File: src/hdl/pbr_pkg.sv
// Shared types and constants for the progress-bar rectangle generator.
// No dependencies; every other file in hdl/ refers to this package by scoped names.
package pbr_pkg;

	// Field widths
	localparam int COORD_W = 8;
	localparam int LEVEL_W = 16;
	localparam int COLOR_W = 16;
	localparam int OP_W    = 2;
	localparam int CFG_IDX_W  = 3;
	localparam int CFG_DATA_W = 16;

	// Serial arithmetic: level (16b) x size (8b) -> 24b product, then divide by full scale
	localparam int PROD_W      = LEVEL_W + COORD_W;
	localparam int MUL_STEPS   = COORD_W;
	localparam int MUL_CNT_W   = $clog2(MUL_STEPS);
	localparam int DIV_STEPS   = PROD_W;
	localparam int DIV_CNT_W   = $clog2(DIV_STEPS);

	// Op codes
	localparam logic [OP_W-1:0] OP_SET_VALUE = 2'd0;
	localparam logic [OP_W-1:0] OP_SHOW      = 2'd1;
	localparam logic [OP_W-1:0] OP_REFRESH   = 2'd2;

	// Register indexes
	localparam logic [CFG_IDX_W-1:0] REG_ORIGIN_X     = 3'd0;
	localparam logic [CFG_IDX_W-1:0] REG_ORIGIN_Y     = 3'd1;
	localparam logic [CFG_IDX_W-1:0] REG_BAR_WIDTH    = 3'd2;
	localparam logic [CFG_IDX_W-1:0] REG_BAR_HEIGHT   = 3'd3;
	localparam logic [CFG_IDX_W-1:0] REG_VERTICAL     = 3'd4;
	localparam logic [CFG_IDX_W-1:0] REG_BORDER_COLOR = 3'd5;
	localparam logic [CFG_IDX_W-1:0] REG_FILL_COLOR   = 3'd6;
	localparam logic [CFG_IDX_W-1:0] REG_FULL_SCALE   = 3'd7;

	localparam logic [LEVEL_W-1:0] FULL_SCALE_RESET = 16'd100;
	localparam logic [COLOR_W-1:0] BACKGROUND_COLOR = 16'h0000;

	typedef struct packed {
		logic [OP_W-1:0]    op;
		logic [LEVEL_W-1:0] level;
	} cmd_t;

	typedef struct packed {
		logic [COORD_W-1:0] rect_x0;
		logic [COORD_W-1:0] rect_y0;
		logic [COORD_W-1:0] rect_x1;
		logic [COORD_W-1:0] rect_y1;
		logic [COLOR_W-1:0] rect_color;
		logic               last;
	} rect_t;

	typedef enum logic [2:0] {
		ST_IDLE,
		ST_BORDER,
		ST_CLEAR,
		ST_MUL,
		ST_DIV,
		ST_FILL
	} state_t;

endpackage

File: src/hdl/pbr_mul.sv
// Shift-add multiplier, one multiplier bit per cycle (LSB first).
// Depends on pbr_pkg.
module pbr_mul (
	input  logic                          clk,
	input  logic                          arst_n,
	input  logic                          start,
	input  logic [pbr_pkg::LEVEL_W-1:0]   mcand,
	input  logic [pbr_pkg::COORD_W-1:0]   mplr,
	output logic                          done,
	output logic [pbr_pkg::PROD_W-1:0]    product
);

	logic                            busy_q;
	logic                            done_q;
	logic [pbr_pkg::MUL_CNT_W-1:0]   cnt_q;
	logic [pbr_pkg::PROD_W-1:0]      acc_q;
	logic [pbr_pkg::PROD_W-1:0]      mc_q;
	logic [pbr_pkg::COORD_W-1:0]     mp_q;

	always_ff @(posedge clk or negedge arst_n) begin
		if (!arst_n) begin
			busy_q <= 1'b0;
			done_q <= 1'b0;
			cnt_q  <= '0;
		end else begin
			done_q <= 1'b0;
			if (start) begin
				busy_q <= 1'b1;
				cnt_q  <= '0;
			end else if (busy_q) begin
				cnt_q <= cnt_q + 1'b1;
				if (cnt_q == pbr_pkg::MUL_CNT_W'(pbr_pkg::MUL_STEPS - 1)) begin
					busy_q <= 1'b0;
					done_q <= 1'b1;
				end
			end
		end
	end

	always_ff @(posedge clk) begin
		if (start) begin
			acc_q <= '0;
			mc_q  <= pbr_pkg::PROD_W'(mcand);
			mp_q  <= mplr;
		end else if (busy_q) begin
			if (mp_q[0])
				acc_q <= acc_q + mc_q;
			mc_q <= {mc_q[pbr_pkg::PROD_W-2:0], 1'b0};
			mp_q <= {1'b0, mp_q[pbr_pkg::COORD_W-1:1]};
		end
	end

	assign done    = done_q;
	assign product = acc_q;

endmodule

File: src/hdl/pbr_div.sv
// Restoring divider, one quotient bit per cycle; keeps only the low byte of the quotient.
// Depends on pbr_pkg.
module pbr_div (
	input  logic                          clk,
	input  logic                          arst_n,
	input  logic                          start,
	input  logic [pbr_pkg::PROD_W-1:0]    dividend,
	input  logic [pbr_pkg::LEVEL_W-1:0]   divisor,
	output logic                          done,
	output logic [pbr_pkg::COORD_W-1:0]   quot
);

	logic                            busy_q;
	logic                            done_q;
	logic [pbr_pkg::DIV_CNT_W-1:0]   cnt_q;
	logic [pbr_pkg::PROD_W-1:0]      dvd_q;
	logic [pbr_pkg::LEVEL_W-1:0]     dsr_q;
	logic [pbr_pkg::LEVEL_W-1:0]     rem_q;
	logic [pbr_pkg::COORD_W-1:0]     quo_q;

	logic [pbr_pkg::LEVEL_W:0]       trial;
	logic [pbr_pkg::LEVEL_W:0]       diff;
	logic                            ge;

	// remainder stays below divisor, so trial fits in 17 bits
	always_comb begin
		trial = {rem_q, dvd_q[pbr_pkg::PROD_W-1]};
		diff  = trial - {1'b0, dsr_q};
		ge    = trial >= {1'b0, dsr_q};
	end

	always_ff @(posedge clk or negedge arst_n) begin
		if (!arst_n) begin
			busy_q <= 1'b0;
			done_q <= 1'b0;
			cnt_q  <= '0;
		end else begin
			done_q <= 1'b0;
			if (start) begin
				busy_q <= 1'b1;
				cnt_q  <= '0;
			end else if (busy_q) begin
				cnt_q <= cnt_q + 1'b1;
				if (cnt_q == pbr_pkg::DIV_CNT_W'(pbr_pkg::DIV_STEPS - 1)) begin
					busy_q <= 1'b0;
					done_q <= 1'b1;
				end
			end
		end
	end

	always_ff @(posedge clk) begin
		if (start) begin
			dvd_q <= dividend;
			dsr_q <= divisor;
			rem_q <= '0;
			quo_q <= '0;
		end else if (busy_q) begin
			dvd_q <= {dvd_q[pbr_pkg::PROD_W-2:0], 1'b0};
			rem_q <= ge ? diff[pbr_pkg::LEVEL_W-1:0] : trial[pbr_pkg::LEVEL_W-1:0];
			quo_q <= {quo_q[pbr_pkg::COORD_W-2:0], ge};
		end
	end

	assign done = done_q;
	assign quot = quo_q;

endmodule

File: src/hdl/progress_bar_rectangle_generator_core.sv
// Progress-bar rectangle generator: top level with control sequencer and output register.
// Depends on pbr_pkg, pbr_mul, pbr_div.
//
// Takes set-value / show / refresh command words and produces fill-rectangle words for a
// 2D fill engine. Set-value and show leave the sequencer idle. A refresh with a redraw pending
// sends the border and inner-clear words (if a show came before), then runs the fill
// length level * size / full_scale through a bit-serial multiplier and a bit-serial
// restoring divider, and sends the fill or clear word, marked last.
// A refresh with nothing pending leaves the sequencer idle and gives no word.
// Commands are taken only while the sequencer is idle; a word left waiting in the
// output register does not hold off the next command.
// Configuration writes are always taken (cfg_ready is high) and must only come while idle.
module progress_bar_rectangle_generator_core (
	input  logic                               clk,
	input  logic                               arst_n,
	// command channel
	input  logic                               cmd_valid,
	output logic                               cmd_ready,
	input  pbr_pkg::cmd_t                      cmd,
	// rectangle channel
	output logic                               rect_valid,
	input  logic                               rect_ready,
	output pbr_pkg::rect_t                     rect,
	// configuration write channel
	input  logic                               cfg_valid,
	output logic                               cfg_ready,
	input  logic [pbr_pkg::CFG_IDX_W-1:0]      cfg_index,
	input  logic [pbr_pkg::CFG_DATA_W-1:0]     cfg_data
);

	// config registers
	logic [pbr_pkg::COORD_W-1:0] origin_x_q, origin_y_q, bar_width_q, bar_height_q;
	logic                        vertical_q;
	logic [pbr_pkg::COLOR_W-1:0] border_color_q, fill_color_q;
	logic [pbr_pkg::LEVEL_W-1:0] full_scale_q;

	// bar state
	logic [pbr_pkg::LEVEL_W-1:0] current_level_q;
	logic                        grew_q, redraw_q, border_q;

	pbr_pkg::state_t state_q, state_d;

	// output register
	logic           out_valid_q;
	pbr_pkg::rect_t out_q;

	// sequencer outputs
	logic           emit;
	pbr_pkg::rect_t rect_d;
	logic           mul_start, div_start;

	logic cmd_acc, refresh_go, slot_free;

	logic                        mul_done, div_done;
	logic [pbr_pkg::PROD_W-1:0]  product;
	logic [pbr_pkg::COORD_W-1:0] quot;

	// fill geometry
	logic [pbr_pkg::COORD_W-1:0] size, len;
	logic                        full;
	pbr_pkg::rect_t              fill_rect;

	assign cfg_ready = 1'b1;
	assign cmd_ready = (state_q == pbr_pkg::ST_IDLE);
	assign cmd_acc   = cmd_valid && cmd_ready;
	assign refresh_go = cmd_acc && (cmd.op == pbr_pkg::OP_REFRESH) && redraw_q;
	assign slot_free = !out_valid_q || rect_ready;

	assign size = vertical_q ? bar_height_q : bar_width_q;

	//------------------------------------------------------------------
	// Serial arithmetic
	//------------------------------------------------------------------
	pbr_mul u_mul (
		.clk     (clk),
		.arst_n  (arst_n),
		.start   (mul_start),
		.mcand   (current_level_q),
		.mplr    (size),
		.done    (mul_done),
		.product (product)
	);

	pbr_div u_div (
		.clk      (clk),
		.arst_n   (arst_n),
		.start    (div_start),
		.dividend (product),
		.divisor  (full_scale_q),
		.done     (div_done),
		.quot     (quot)
	);

	//------------------------------------------------------------------
	// Fill / clear rectangle; coordinates wrap at 8 bits
	//------------------------------------------------------------------
	always_comb begin
		len  = (full_scale_q == '0) ? '0 : quot;
		// zero full scale also counts as full
		full = ({1'b0, current_level_q} + 17'd1) >= {1'b0, full_scale_q};

		fill_rect.rect_x0    = origin_x_q + 8'd1;
		fill_rect.rect_y0    = origin_y_q + 8'd1;
		fill_rect.rect_x1    = origin_x_q + bar_width_q - 8'd1;
		fill_rect.rect_y1    = origin_y_q + bar_height_q - 8'd1;
		fill_rect.rect_color = pbr_pkg::BACKGROUND_COLOR;
		fill_rect.last       = 1'b1;

		if (vertical_q) begin
			if (grew_q) begin
				if (!full)
					fill_rect.rect_y0 = origin_y_q + bar_height_q - len;
				fill_rect.rect_color = fill_color_q;
			end else begin
				fill_rect.rect_y1 = origin_y_q + bar_height_q - len - 8'd1;
			end
		end else begin
			if (grew_q) begin
				if (!full)
					fill_rect.rect_x1 = origin_x_q + len - 8'd1;
				fill_rect.rect_color = fill_color_q;
			end else begin
				fill_rect.rect_x0 = origin_x_q + len + 8'd1;
			end
		end
	end

	//------------------------------------------------------------------
	// Sequencer: next state
	//------------------------------------------------------------------
	always_comb begin
		state_d = state_q;
		unique case (state_q)
			pbr_pkg::ST_IDLE: begin
				if (refresh_go)
					state_d = border_q ? pbr_pkg::ST_BORDER : pbr_pkg::ST_MUL;
			end
			pbr_pkg::ST_BORDER: begin
				if (slot_free)
					state_d = pbr_pkg::ST_CLEAR;
			end
			pbr_pkg::ST_CLEAR: begin
				if (slot_free)
					state_d = pbr_pkg::ST_MUL;
			end
			pbr_pkg::ST_MUL: begin
				if (mul_done)
					state_d = pbr_pkg::ST_DIV;
			end
			pbr_pkg::ST_DIV: begin
				if (div_done)
					state_d = pbr_pkg::ST_FILL;
			end
			pbr_pkg::ST_FILL: begin
				if (slot_free)
					state_d = pbr_pkg::ST_IDLE;
			end
			default: state_d = pbr_pkg::ST_IDLE;
		endcase
	end

	//------------------------------------------------------------------
	// Sequencer: outputs
	//------------------------------------------------------------------
	always_comb begin
		emit      = 1'b0;
		mul_start = 1'b0;
		div_start = 1'b0;
		rect_d    = fill_rect;
		unique case (state_q)
			pbr_pkg::ST_IDLE: begin
				mul_start = refresh_go && !border_q;
			end
			pbr_pkg::ST_BORDER: begin
				emit              = slot_free;
				rect_d.rect_x0    = origin_x_q;
				rect_d.rect_y0    = origin_y_q;
				rect_d.rect_x1    = origin_x_q + bar_width_q;
				rect_d.rect_y1    = origin_y_q + bar_height_q;
				rect_d.rect_color = border_color_q;
				rect_d.last       = 1'b0;
			end
			pbr_pkg::ST_CLEAR: begin
				emit              = slot_free;
				mul_start         = slot_free;
				rect_d.rect_x0    = origin_x_q + 8'd1;
				rect_d.rect_y0    = origin_y_q + 8'd1;
				rect_d.rect_x1    = origin_x_q + bar_width_q - 8'd1;
				rect_d.rect_y1    = origin_y_q + bar_height_q - 8'd1;
				rect_d.rect_color = pbr_pkg::BACKGROUND_COLOR;
				rect_d.last       = 1'b0;
			end
			pbr_pkg::ST_MUL: begin
				div_start = mul_done;
			end
			pbr_pkg::ST_DIV: begin
			end
			pbr_pkg::ST_FILL: begin
				emit = slot_free;
			end
			default: begin
			end
		endcase
	end

	//------------------------------------------------------------------
	// Registers
	//------------------------------------------------------------------
	always_ff @(posedge clk or negedge arst_n) begin
		if (!arst_n) begin
			state_q <= pbr_pkg::ST_IDLE;
		end else begin
			state_q <= state_d;
		end
	end

	// config writes
	always_ff @(posedge clk or negedge arst_n) begin
		if (!arst_n) begin
			origin_x_q     <= '0;
			origin_y_q     <= '0;
			bar_width_q    <= '0;
			bar_height_q   <= '0;
			vertical_q     <= 1'b0;
			border_color_q <= '0;
			fill_color_q   <= '0;
			full_scale_q   <= pbr_pkg::FULL_SCALE_RESET;
		end else if (cfg_valid && cfg_ready) begin
			unique case (cfg_index)
				pbr_pkg::REG_ORIGIN_X:     origin_x_q     <= cfg_data[pbr_pkg::COORD_W-1:0];
				pbr_pkg::REG_ORIGIN_Y:     origin_y_q     <= cfg_data[pbr_pkg::COORD_W-1:0];
				pbr_pkg::REG_BAR_WIDTH:    bar_width_q    <= cfg_data[pbr_pkg::COORD_W-1:0];
				pbr_pkg::REG_BAR_HEIGHT:   bar_height_q   <= cfg_data[pbr_pkg::COORD_W-1:0];
				pbr_pkg::REG_VERTICAL:     vertical_q     <= cfg_data[0];
				pbr_pkg::REG_BORDER_COLOR: border_color_q <= cfg_data;
				pbr_pkg::REG_FILL_COLOR:   fill_color_q   <= cfg_data;
				pbr_pkg::REG_FULL_SCALE:   full_scale_q   <= cfg_data;
				default: begin
				end
			endcase
		end
	end

	// bar state flags
	always_ff @(posedge clk or negedge arst_n) begin
		if (!arst_n) begin
			current_level_q <= '0;
			grew_q          <= 1'b1;
			redraw_q        <= 1'b0;
			border_q        <= 1'b0;
		end else begin
			if (cmd_acc && cmd.op == pbr_pkg::OP_SET_VALUE) begin
				redraw_q        <= 1'b1;
				current_level_q <= cmd.level;
				if (cmd.level > current_level_q)
					grew_q <= 1'b1;
			end
			if (cmd_acc && cmd.op == pbr_pkg::OP_SHOW) begin
				redraw_q <= 1'b1;
				border_q <= 1'b1;
			end
			if (refresh_go) begin
				redraw_q <= 1'b0;
				border_q <= 1'b0;
			end
			// grew is consumed by the fill word
			if (state_q == pbr_pkg::ST_FILL && slot_free)
				grew_q <= 1'b0;
		end
	end

	// output register: loads while empty or being drained
	always_ff @(posedge clk or negedge arst_n) begin
		if (!arst_n) begin
			out_valid_q <= 1'b0;
		end else if (emit) begin
			out_valid_q <= 1'b1;
		end else if (rect_ready) begin
			out_valid_q <= 1'b0;
		end
	end

	always_ff @(posedge clk) begin
		if (emit)
			out_q <= rect_d;
	end

	assign rect_valid = out_valid_q;
	assign rect       = out_q;

endmodule

File: config.mk
export PLATFORM = sky130hd
export DESIGN_NAME = progress_bar_rectangle_generator_core
export DESIGN_NICKNAME = d
export VERILOG_FILES = /design/src/hdl/pbr_pkg.sv /design/src/hdl/pbr_mul.sv /design/src/hdl/pbr_div.sv /design/src/hdl/progress_bar_rectangle_generator_core.sv
export SDC_FILE = /design/constraint.sdc
export NUM_CORES = 1
export LEC_CHECK = 0
export ABC_AREA = 1
export BUFFER_PORTS_ARGS = -buffer_cell sky130_fd_sc_hd__buf_2
export CORE_MARGIN = 1
export CORE_UTILIZATION = 67
export CTS_BUF_LIST = sky130_fd_sc_hd__clkbuf_16
export DETAILED_ROUTE_END_ITERATION = 6
export PLACE_DENSITY = 0.94
export SETUP_SLACK_MARGIN = 0.15
export SLEW_MARGIN = 0
export SYNTH_ARGS = -nofsm -noshare
export SYNTH_HDL_FRONTEND = slang
export SYNTH_SLANG_ARGS = --single-unit
File: constraint.sdc
create_clock -name clk -period 6.75 [get_ports clk]
set_input_delay 1.35 -clock clk [delete_from_list [all_inputs] [get_ports clk]]
set_output_delay 1.35 -clock clk [all_outputs]
set_load 0.03 [all_outputs]
==> results of run 1 <==
metal layers:
metal  track usage, %  part of all wire, %  wire length (um)
met5                0                    0                 0
met2             59.6                   47             22000
met3             6.01                  9.4              4400
met4             15.1                  4.3              2030
met1             46.0                   39             18300
worst max-delay path: stages (launching register included):
cell,delay [ns]
sky130_fd_sc_hd__dfrtp_1,0.43
sky130_fd_sc_hd__inv_1,0.14
sky130_fd_sc_hd__nor4_4,0.34
sky130_fd_sc_hd__nand3_2,0.14
sky130_fd_sc_hd__nor3_2,0.18
sky130_fd_sc_hd__nand3_1,0.15
sky130_fd_sc_hd__nor3_2,0.22
sky130_fd_sc_hd__nand3_1,0.16
sky130_fd_sc_hd__xor2_1,0.18
sky130_fd_sc_hd__ha_1,0.30
sky130_fd_sc_hd__nand4_1,0.08
sky130_fd_sc_hd__o21ai_0,0.09
sky130_fd_sc_hd__a21oi_2,0.52
sky130_fd_sc_hd__nand3_2,0.36
sky130_fd_sc_hd__nor2_1,0.20
sky130_fd_sc_hd__o21bai_1,0.10
layout by cell type, fill, tap and decap left out, types with 16 or more instances in the layout:
cell type,instances
sky130_fd_sc_hd__nand2_1,551
sky130_fd_sc_hd__inv_1,269
sky130_fd_sc_hd__o21ai_0,185
sky130_fd_sc_hd__nor2_1,118
sky130_fd_sc_hd__edfxtp_1,113
sky130_fd_sc_hd__dfrtp_1,112
sky130_fd_sc_hd__ha_1,109
sky130_fd_sc_hd__a21oi_1,107
sky130_fd_sc_hd__nand3_1,94
sky130_fd_sc_hd__buf_2,91
sky130_fd_sc_hd__dfxtp_1,56
sky130_fd_sc_hd__xor2_1,55
sky130_fd_sc_hd__nand4_1,30
sky130_fd_sc_hd__clkbuf_16,29
sky130_fd_sc_hd__nor3_1,24
sky130_fd_sc_hd__o211ai_1,24
sky130_fd_sc_hd__xnor2_1,20
sky130_fd_sc_hd__a31oi_1,20
sky130_fd_sc_hd__a32o_1,16
power breakdown:
part / switching [mW] / internal [mW]
Sequential: 0.505 / 2.64
Combinational: 3.78 / 1.83
Clock: 0.720 / 0.911
layout make-up:
| cell class | count | share of cell area, % |
|---|---|---|
| multi-input cells | 1483 | 44.7 |
| flip-flops and latches | 285 | 39.7 |
| inverters | 273 | 5.48 |
| clock buffers | 29 | 3.88 |
| repair buffers | 100 | 2.80 |
| well taps | 330 | 2.21 |
| clock inverters | 25 | 1.23 |
sequential cells by signal, summed over array words and instances, names as in the netlist, 3 cells and up:
register,flops
fill_color_q,16
u_div.rem_q,16
bar_height_q,8
u_div.dvd_q,24
origin_y_q,8
current_level_q,16
u_mul.mc_q,24
u_mul.mp_q,8
origin_x_q,8
state_q,3
u_mul.cnt_q,3
bar_width_q,8
u_div.dsr_q,16
u_div.cnt_q,5
u_mul.product,24
full_scale_q,16
u_div.quot,8
border_color_q,16
rect,49
path summary, 6_finish.rpt:
check                      cells after the start                   to  slack, ns               start
setup / recovery                              15             rect[39]       2.89  current_level_q[2]
hold / removal                                 2      u_div.rem_q[15]       0.48     u_div.rem_q[15]
setup reg to reg                              15             rect[39]       2.89  current_level_q[2]
hold reg to reg                                2      u_div.rem_q[15]       0.48     u_div.rem_q[15]
max in group asynchronous                      2       u_div.cnt_q[1]       4.61              arst_n
min in group asynchronous                      1  current_level_q[13]       0.73              arst_n
stage by stage:
step	utilization [%]	hold WS, ns	cells
floorplan	-	0.429	2104
global placement	70.6	0.439	2471
detailed placement	70.6	0.456	2471
CTS	74.4	0.480	2525
global route	74.4	0.506	2525
finish	74.4	0.478	2525
cell families (layout without fill, tap and decap cells):
group                      Yosys count  in the layout  share of synthesized area (%)
AOI/OAI and AO/OA                  429            429                           14.6
xor gates and xnor gates            77             77                           4.04
adders and majority gates          115            115                           8.70
buffers and inverters              336            427                           7.64
DFF                                285            285                           43.5
other                                1              1                         0.0220
and+or+nand+nor                    861            861                           21.5
==> impl_results.html, run 1 <==
<table>
<tr><th>Metric</th><th>Value</th></tr>
<tr><th colspan="2">Global routing</th></tr>
<tr><td>Number of antenna violations at the first check in global routing</td><td>1</td></tr>
<tr><td>Via count of the first global-routing pass</td><td>roughly 15,000</td></tr>
<tr><td>Congestion Overflow GR</td><td>0</td></tr>
<tr><td>Wire length of the first global-routing pass</td><td>around 74,000 um</td></tr>
<tr><td>Largest net degree at the start of global routing</td><td>83</td></tr>
<tr><td>Total track usage</td><td>approximately 36%</td></tr>
<tr><th colspan="2">Logic synthesis</th></tr>
<tr><td>Post-synth top cells</td><td>sky130_fd_sc_hd__nand2_1 (551), sky130_fd_sc_hd__inv_1 (267), sky130_fd_sc_hd__o21ai_0 (185)</td></tr>
<tr><td>Number of enable-type register cells in the synthesized netlist</td><td>around 110</td></tr>
<tr><td>Synth warnings</td><td>0</td></tr>
<tr><td>Avg Inst Size Synth</td><td>8.11 um^2</td></tr>
<tr><td>Portion of synthesized cell area occupied by the leading cell type</td><td>19.9%</td></tr>
<tr><td>Synth area leader</td><td>sky130_fd_sc_hd__edfxtp_1</td></tr>
<tr><td>Post-synthesis cell count</td><td>approximately 2,100</td></tr>
<tr><td>Cell Area, Synth</td><td>17,100 um^2</td></tr>
<tr><td>Ys flop type</td><td>sky130_fd_sc_hd__edfxtp_1</td></tr>
<tr><td>Net count after synthesis</td><td>~2,300</td></tr>
<tr><td>Post-synthesis sequential area ratio</td><td>about 44%</td></tr>
<tr><td>Flip-flop and latch count after synthesis</td><td>approximately 290</td></tr>
<tr><td>Library cells used by synthesis</td><td>58</td></tr>
<tr><td>Most area-consuming cells after synthesis</td><td>sky130_fd_sc_hd__edfxtp_1 (20%), sky130_fd_sc_hd__dfrtp_1 (16%), sky130_fd_sc_hd__nand2_1 (12%), sky130_fd_sc_hd__ha_1 (8.0%), sky130_fd_sc_hd__dfxtp_1 (6.6%)</td></tr>
<tr><td>Post-synth ARST share</td><td>40.7%</td></tr>
<tr><td>Most frequently used cell type in the post-synthesis netlist</td><td>sky130_fd_sc_hd__nand2_1</td></tr>
<tr><th colspan="2">Finish</th></tr>
<tr><td>Reg area</td><td>~7400 um^2</td></tr>
<tr><td>Fraction of final layout cells sized beyond drive strength 1</td><td>9.29%</td></tr>
<tr><td>Fillers</td><td>between 1,500 and 2,000</td></tr>
<tr><td>Final Cell Area</td><td>18,700 um^2</td></tr>
<tr><td>Net count reported at finish</td><td>roughly 2,300</td></tr>
<tr><td>Area of combinational cells with multiple inputs</td><td>between 8000 and 9000 um^2</td></tr>
<tr><td>Area growth from synthesis to layout</td><td>9.56%</td></tr>
<tr><td>Diode count</td><td>0</td></tr>
<tr><th colspan="2">STA</th></tr>
<tr><td>Normalized max-slew margin</td><td>24.2%</td></tr>
<tr><td>Unrepaired setup endpoints after global routing</td><td>no</td></tr>
<tr><td>Worst-margin pin slew</td><td>around 1.1 ns</td></tr>
<tr><td>Worst setup slack after layout</td><td>2.89 ns</td></tr>
<tr><td>Number of max-slew violations in the final report</td><td>0</td></tr>
<tr><td>Setup TNS</td><td>0 ns</td></tr>
<tr><td>Hold Vio Cnt, Final</td><td>0</td></tr>
<tr><td>Clk_skew</td><td>slightly below 0.02 ns</td></tr>
<tr><td>Final critical delay including setup and external delays</td><td>slightly below 4 ns</td></tr>
<tr><td>Period utilisation layout</td><td>a little under three fifths</td></tr>
<tr><td>Max Clock Freq</td><td>259 MHz</td></tr>
<tr><td>Number of endpoints failing setup at the final stage</td><td>0</td></tr>
<tr><th colspan="2">Critical path</th></tr>
<tr><td>Crit path capture type</td><td>flip-flop</td></tr>
<tr><td>Arrival time at the worst endpoint</td><td>between 4 and 5 ns</td></tr>
<tr><td>Worst setup SP type</td><td>flip-flop</td></tr>
<tr><td>Data required time of the critical path</td><td>just over 7 ns</td></tr>
<tr><td>Setup Crit Path Kind</td><td>flip-flop to flip-flop</td></tr>
<tr><td>Largest fanout of any net on the critical path</td><td>13</td></tr>
<tr><th colspan="2">Routing</th></tr>
<tr><td>Count of TritonRoute iterations in the first routing pass</td><td>7</td></tr>
<tr><td>Total via count in the routed design</td><td>15,300</td></tr>
<tr><td>Post-route DRC</td><td>2</td></tr>
<tr><td>Final routed wirelength across all metal layers</td><td>around 47,000 um</td></tr>
<tr><td>Detailed-route wire length per cell</td><td>18.5 um</td></tr>
<tr><td>Routed Antenna Nets</td><td>0</td></tr>
<tr><td>Ratio of routed vias to standard cells</td><td>~6</td></tr>
<tr><td>Count of routing violations after the opening detailed-route iteration</td><td>between 1,500 and 2,000</td></tr>
<tr><th colspan="2">Clocking</th></tr>
<tr><td>Number of buffers on the longest clock path</td><td>3</td></tr>
<tr><td>CTS H-Tree Depth</td><td>1</td></tr>
<tr><td>Number of buffers created by CTS</td><td>29</td></tr>
<tr><td>TritonCTS clock tree</td><td>yes</td></tr>
<tr><td>Quantity of gates resized following cts</td><td>0</td></tr>
<tr><td>Clock edge transition at the registers on the reported setup and hold paths</td><td>0.06 ns</td></tr>
<tr><td>Post-CTS setup buffer count</td><td>0</td></tr>
<tr><td>Number of sinks driven by the clock tree</td><td>between 200 and 300</td></tr>
<tr><td>Clock network latency to the later pin of the worst-skew pair</td><td>approximately 0.57 ns</td></tr>
<tr><td>Root cell of the clock tree</td><td>sky130_fd_sc_hd__clkbuf_16</td></tr>
<tr><td>Number of hold buffers added after CTS</td><td>0</td></tr>
<tr><th colspan="2">Status</th></tr>
<tr><td>Violated checks</td><td>design-rule violations</td></tr>
<tr><td>Run status</td><td>finished, violations left</td></tr>
<tr><th colspan="2">Flow run</th></tr>
<tr><td>Number of max-capacitance violations reported</td><td>0</td></tr>
<tr><th colspan="2">Floorplanning</th></tr>
<tr><td>Die area</td><td>26,100 um^2</td></tr>
<tr><td>Effective utilization at floorplan</td><td>about two thirds</td></tr>
<tr><td>Num ports</td><td>94</td></tr>
<tr><td>Placement Rows</td><td>58</td></tr>
<tr><td>Floorplan die width</td><td>162 um</td></tr>
<tr><td>Area of the core region</td><td>between 20,000 and 30,000 um^2</td></tr>
<tr><td>Height of the die</td><td>162 um</td></tr>
<tr><th colspan="2">Placement</th></tr>
<tr><td>Area after detailed placement</td><td>17,700 um^2</td></tr>
<tr><td>IO buf count</td><td>around 90</td></tr>
<tr><td>Final GP Congestion</td><td>roughly 0.93</td></tr>
<tr><td>Post-DP HPWL</td><td>around 33,000 um</td></tr>
<tr><td>Post-place setup slack</td><td>2.67 ns</td></tr>
<tr><th colspan="2">Pwr</th></tr>
<tr><td>Maximum vdd ir drop</td><td>610 uV</td></tr>
<tr><td>Static leakage</td><td>slightly below 9 nW</td></tr>
<tr><td>PwrDens</td><td>approximately 560 nW/um^2</td></tr>
<tr><td>Total design power</td><td>about 10 mW</td></tr>
<tr><th colspan="2">Worst hold path</th></tr>
<tr><td>Worst min-delay path category</td><td>flip-flop to flip-flop</td></tr>
</table>
No activity file was read; power rests on OpenSTA's default activity.
==> run 2: changes to the inputs <==
- CORE_UTILIZATION: 67 -> 56
- PLACE_DENSITY: 0.94 -> 0.85
- clock period: 6.75 -> 3.5 ns (I/O delays scaled with it)
==> run 2 against run 1 <==
Net effect: the flow still finishes with violations (design-rule violations); register-to-register slack worse by 2.8 ns; worst hold slack worse by 0.17 ns; wire length is 3.0% lower; maximum frequency is 14% higher; final cell count is 4.0% higher; via count is 0.95% lower; first-iteration DRC count is 10% higher; sequential cell count stayed put; global-route usage is 6.9 points lower; power is 97% higher; critical path type unchanged; largest cell class unchanged.
==> impl_results.html, run 2 (synthesis gave the netlist of run 1 again) <==
<table>
<tr><th>Metric</th><th>Value</th></tr>
<tr><th colspan="2">Routing</th></tr>
<tr><td>Routed Antenna Nets</td><td>0 (unchanged)</td></tr>
<tr><td>Total via count in the routed design</td><td>15,200 (-0.95%)</td></tr>
<tr><td>Detailed-route wire length per cell</td><td>17.3 um (-6.7%)</td></tr>
<tr><td>Post-route DRC</td><td>1 (-1)</td></tr>
<tr><td>Count of TritonRoute iterations in the first routing pass</td><td>7 (unchanged)</td></tr>
<tr><td>Final routed wirelength across all metal layers</td><td>45,300 um (-3.0%)</td></tr>
<tr><td>Count of routing violations after the opening detailed-route iteration</td><td>1,677 (+10%)</td></tr>
<tr><td>Ratio of routed vias to standard cells</td><td>5.77 (-4.8%)</td></tr>
<tr><th colspan="2">Placement</th></tr>
<tr><td>IO buf count</td><td>92 (unchanged)</td></tr>
<tr><td>Post-DP HPWL</td><td>32,000 um (-2.9%)</td></tr>
<tr><td>Final GP Congestion</td><td>0.978 (+4.9%)</td></tr>
<tr><td>Post-place setup slack</td><td>0.120 ns (-2.55 ns)</td></tr>
<tr><td>Area after detailed placement</td><td>18,000 um^2 (+1.4%)</td></tr>
<tr><td>Inst Count DP</td><td>2,555 (+3.4%)</td></tr>
<tr><th colspan="2">Finish</th></tr>
<tr><td>Flip-flop count of the largest register, all copies and words added</td><td>49 (unchanged)</td></tr>
<tr><td>Most common cell after layout, fill and taps aside</td><td>sky130_fd_sc_hd__nand2_1</td></tr>
<tr><td>Final core utilization</td><td>65.1% (-9.3 points)</td></tr>
<tr><td>Count of non-filler cells in the finished layout</td><td>2,626 (+4.0%)</td></tr>
<tr><td>Net count reported at finish</td><td>2,368 (+1.7%)</td></tr>
<tr><td>Fillers</td><td>2,394 (+35%)</td></tr>
<tr><td>Area growth from synthesis to layout</td><td>13.7%</td></tr>
<tr><td>Commonest non-fill, non-tap cells in the layout</td><td>sky130_fd_sc_hd__nand2_1 (533), sky130_fd_sc_hd__inv_1 (270), sky130_fd_sc_hd__o21ai_0 (182), sky130_fd_sc_hd__edfxtp_1 (113), sky130_fd_sc_hd__dfrtp_1 (112)</td></tr>
<tr><td>Final Cell Area</td><td>19,400 um^2 (+3.8%)</td></tr>
<tr><td>Diode count</td><td>0 (unchanged)</td></tr>
<tr><td>Fraction of final layout cells sized beyond drive strength 1</td><td>13.1% (+3.9 points)</td></tr>
<tr><th colspan="2">Clocking</th></tr>
<tr><td>Root cell of the clock tree</td><td>sky130_fd_sc_hd__clkbuf_16</td></tr>
<tr><td>Number of hold buffers added after CTS</td><td>0 (unchanged)</td></tr>
<tr><td>CTS H-Tree Depth</td><td>1 (unchanged)</td></tr>
<tr><td>Clock network latency to the later pin of the worst-skew pair</td><td>0.58 ns (about the same)</td></tr>
<tr><td>Clock edge transition at the registers on the reported setup and hold paths</td><td>0.06 ns (about the same)</td></tr>
<tr><td>Number of sinks driven by the clock tree</td><td>285 (unchanged)</td></tr>
<tr><td>TritonCTS clock tree</td><td>yes</td></tr>
<tr><td>Number of buffers created by CTS</td><td>31 (+6.9%)</td></tr>
<tr><td>Number of buffers on the longest clock path</td><td>3 (unchanged)</td></tr>
<tr><th colspan="2">Pwr</th></tr>
<tr><td>Internal power</td><td>10.8 mW (+100%)</td></tr>
<tr><td>Net load switching power</td><td>9.66 mW (+93%)</td></tr>
<tr><td>PwrDens</td><td>1050 nW/um^2 (+90%)</td></tr>
<tr><td>Maximum vdd ir drop</td><td>575 uV (-5.7%)</td></tr>
<tr><td>Static leakage</td><td>9.18 nW (+2.8%)</td></tr>
<tr><td>Part of the power in combinational logic</td><td>54.9% (+0.9 points)</td></tr>
<tr><td>Flop pwr share</td><td>29.3% (-1.0 points)</td></tr>
<tr><td>Net switching fraction of the power</td><td>47.2% (-0.91 points)</td></tr>
<tr><td>Part of the power in the clock network</td><td>15.8% (about the same)</td></tr>
<tr><th colspan="2">STA</th></tr>
<tr><td>Number of max-slew violations in the final report</td><td>0 (unchanged)</td></tr>
<tr><td>Worst-margin pin slew</td><td>1.08 ns (-0.0594 ns)</td></tr>
<tr><td>Max Clock Freq</td><td>294 MHz (+14%)</td></tr>
<tr><td>Final critical delay including setup and external delays</td><td>3.40 ns (-0.459 ns)</td></tr>
<tr><td>Clk_skew</td><td>0.0140 ns (-0.00591 ns)</td></tr>
<tr><td>Worst setup slack after layout</td><td>0.102 ns (-2.79 ns)</td></tr>
<tr><td>Worst hold slack across all endpoints</td><td>0.306 ns (-0.172 ns)</td></tr>
<tr><td>Unrepaired setup endpoints after global routing</td><td>yes</td></tr>
<tr><td>Period utilisation layout</td><td>97.1% (+40 points)</td></tr>
<tr><td>Hold Vio Cnt, Final</td><td>0 (unchanged)</td></tr>
<tr><td>Normalized max-slew margin</td><td>28.3% (+4.1 points)</td></tr>
<tr><td>Number of endpoints failing setup at the final stage</td><td>0 (unchanged)</td></tr>
<tr><th colspan="2">Global routing</th></tr>
<tr><td>Via count of the first global-routing pass</td><td>14,500 (-0.42%)</td></tr>
<tr><td>Largest net degree at the start of global routing</td><td>86 (+3.6%)</td></tr>
<tr><td>Wire length of the first global-routing pass</td><td>71,600 um (-3.0%)</td></tr>
<tr><td>Number of antenna violations at the first check in global routing</td><td>0 (-1)</td></tr>
<tr><td>Congestion Overflow GR</td><td>0 (unchanged)</td></tr>
<tr><td>Total track usage</td><td>28.7% (-6.9 points)</td></tr>
<tr><th colspan="2">Worst hold path</th></tr>
<tr><td>Worst min-delay path category</td><td>input pin to asynchronous set/reset pin</td></tr>
<tr><th colspan="2">Floorplanning</th></tr>
<tr><td>Die area</td><td>31,200 um^2 (+19%)</td></tr>
<tr><td>Floorplan die width</td><td>177 um (+9.3%)</td></tr>
<tr><td>Height of the die</td><td>177 um (+9.3%)</td></tr>
<tr><td>Placement Rows</td><td>63 (+8.6%)</td></tr>
<tr><td>Area of the core region</td><td>29,800 um^2 (+19%)</td></tr>
<tr><td>Num ports</td><td>94 (unchanged)</td></tr>
<tr><td>Effective utilization at floorplan</td><td>57.2% (-11 points)</td></tr>
<tr><th colspan="2">Critical path</th></tr>
<tr><td>Crit path capture type</td><td>flip-flop</td></tr>
<tr><td>Largest fanout of any net on the critical path</td><td>6 (-7)</td></tr>
<tr><td>Worst setup SP type</td><td>flip-flop</td></tr>
<tr><td>Setup Crit Path Kind</td><td>flip-flop to flip-flop</td></tr>
<tr><td>Arrival time at the worst endpoint</td><td>3.71 ns (-0.45 ns)</td></tr>
<tr><td>Data required time of the critical path</td><td>3.82 ns (-3.23 ns)</td></tr>
<tr><th colspan="2">Flow run</th></tr>
<tr><td>Number of max-capacitance violations reported</td><td>0 (unchanged)</td></tr>
<tr><th colspan="2">Status</th></tr>
<tr><td>Run status</td><td>finished, violations left</td></tr>
<tr><td>Violated checks</td><td>design-rule violations</td></tr>
</table>
[run 2: cell count changes in the layout (fill, tap and decap cells not counted), moves of 5 or more]
cell / change
sky130_fd_sc_hd__nand2_2: +15
sky130_fd_sc_hd__nor2_2: +10
sky130_fd_sc_hd__nand2_1: -18
sky130_fd_sc_hd__nand3_1: -7
sky130_fd_sc_hd__nor2_1: -12
sky130_fd_sc_hd__ha_1: -5
sky130_fd_sc_hd__nand3_2: +6
sky130_fd_sc_hd__buf_4: +30
[run 2: repair_timing]
| action | 4_1_cts | 5_1_grt |
|---|---|---|
| resized for setup | 4 | 72 |
| cloned | 0 | 3 |
| setup endpoints to repair | 8 | 25 |
| pin swaps | 0 | 24 |
| buffers inserted | 1 | 9 |
[run 2: worst paths after layout]
check	endpoint	slack, ns	start	cells past startpoint
worst max-delay path	rect[33]	0.10	current_level_q[3]	18
worst max register to register	rect[33]	0.10	current_level_q[3]	18
min in group clk	current_level_q[4]	0.34	cmd[4]	3
max in group asynchronous	u_div.cnt_q[3]	2.29	arst_n	2
worst min register to register	u_div.cnt_q[4]	0.47	u_div.cnt_q[4]	1
worst min-delay path	border_color_q[11]	0.31	arst_n	1
[run 2: worst max-delay path, stage by stage, from the launching register on]
cell and delay (ns):
sky130_fd_sc_hd__dfrtp_1 0.42, sky130_fd_sc_hd__nand2_2 0.10, sky130_fd_sc_hd__nor4_4 0.31, sky130_fd_sc_hd__nand3_2 0.15, sky130_fd_sc_hd__nor3_4 0.17, sky130_fd_sc_hd__nand3_2 0.14
sky130_fd_sc_hd__nor3_4 0.20, sky130_fd_sc_hd__nand3_1 0.10, sky130_fd_sc_hd__xor2_1 0.16, sky130_fd_sc_hd__ha_1 0.35, sky130_fd_sc_hd__nand4_1 0.13, sky130_fd_sc_hd__o21ai_2 0.15
sky130_fd_sc_hd__a21oi_2 0.05, sky130_fd_sc_hd__buf_6 0.13, sky130_fd_sc_hd__buf_6 0.13, sky130_fd_sc_hd__nand3_4 0.15, sky130_fd_sc_hd__nand2_1 0.08, sky130_fd_sc_hd__nand3_1 0.09
sky130_fd_sc_hd__nand2_1 0.10
[run 2: area by class of cell]
| class | count | area, um^2 | area share (%) |
|---|---|---|---|
| clock buffer | 32 | 801 | 4.13 |
| sequential | 285 | 7420 | 38.3 |
| tap | 390 | 488 | 2.52 |
| clock inverter | 26 | 204 | 1.05 |
| timing repair buffer | 135 | 812 | 4.19 |
| multi-input combinational | 1485 | 8640 | 44.6 |
| inverter | 273 | 1020 | 5.28 |
[run 2: power by group through the flow]
| stage | clock, mW | combinational [mW] | sequential [mW] |
|---|---|---|---|
| after global placement | 0 | 10.2 | 5.95 |
| after CTS | 3.23 | 10.6 | 5.96 |
| after floorplan | 0 | 7.39 | 6.35 |
| after detailed placement | 0 | 10.5 | 6.01 |
| after global routing | 3.36 | 12.5 | 6.11 |
| final | 3.23 | 11.2 | 5.99 |
[run 2: stage by stage]
stage / setup TNS (ns) / total power [mW]
3_3_place_gp: 0 / 16.1
4_1_cts: 0 / 19.8
2_1_floorplan: 0 / 13.7
3_5_place_dp: 0 / 16.5
5_1_grt: -0.960 / 22.0
6_report: 0 / 20.4
[run 2: routing by layer]
| metal | part of all wire [%] | track usage (%) | routed length, um | vias to the layer above |
|---|---|---|---|---|
| li1 | - | - | - | 7246 |
| met1 | 40 | 37.4 | 18300 | 7147 |
| met2 | 48 | 48.0 | 21600 | 643 |
| met3 | 7.8 | 4.24 | 3530 | 126 |
| met4 | 4.1 | 11.8 | 1850 | 0 |
| met5 | 0 | 0 | 0 | - |
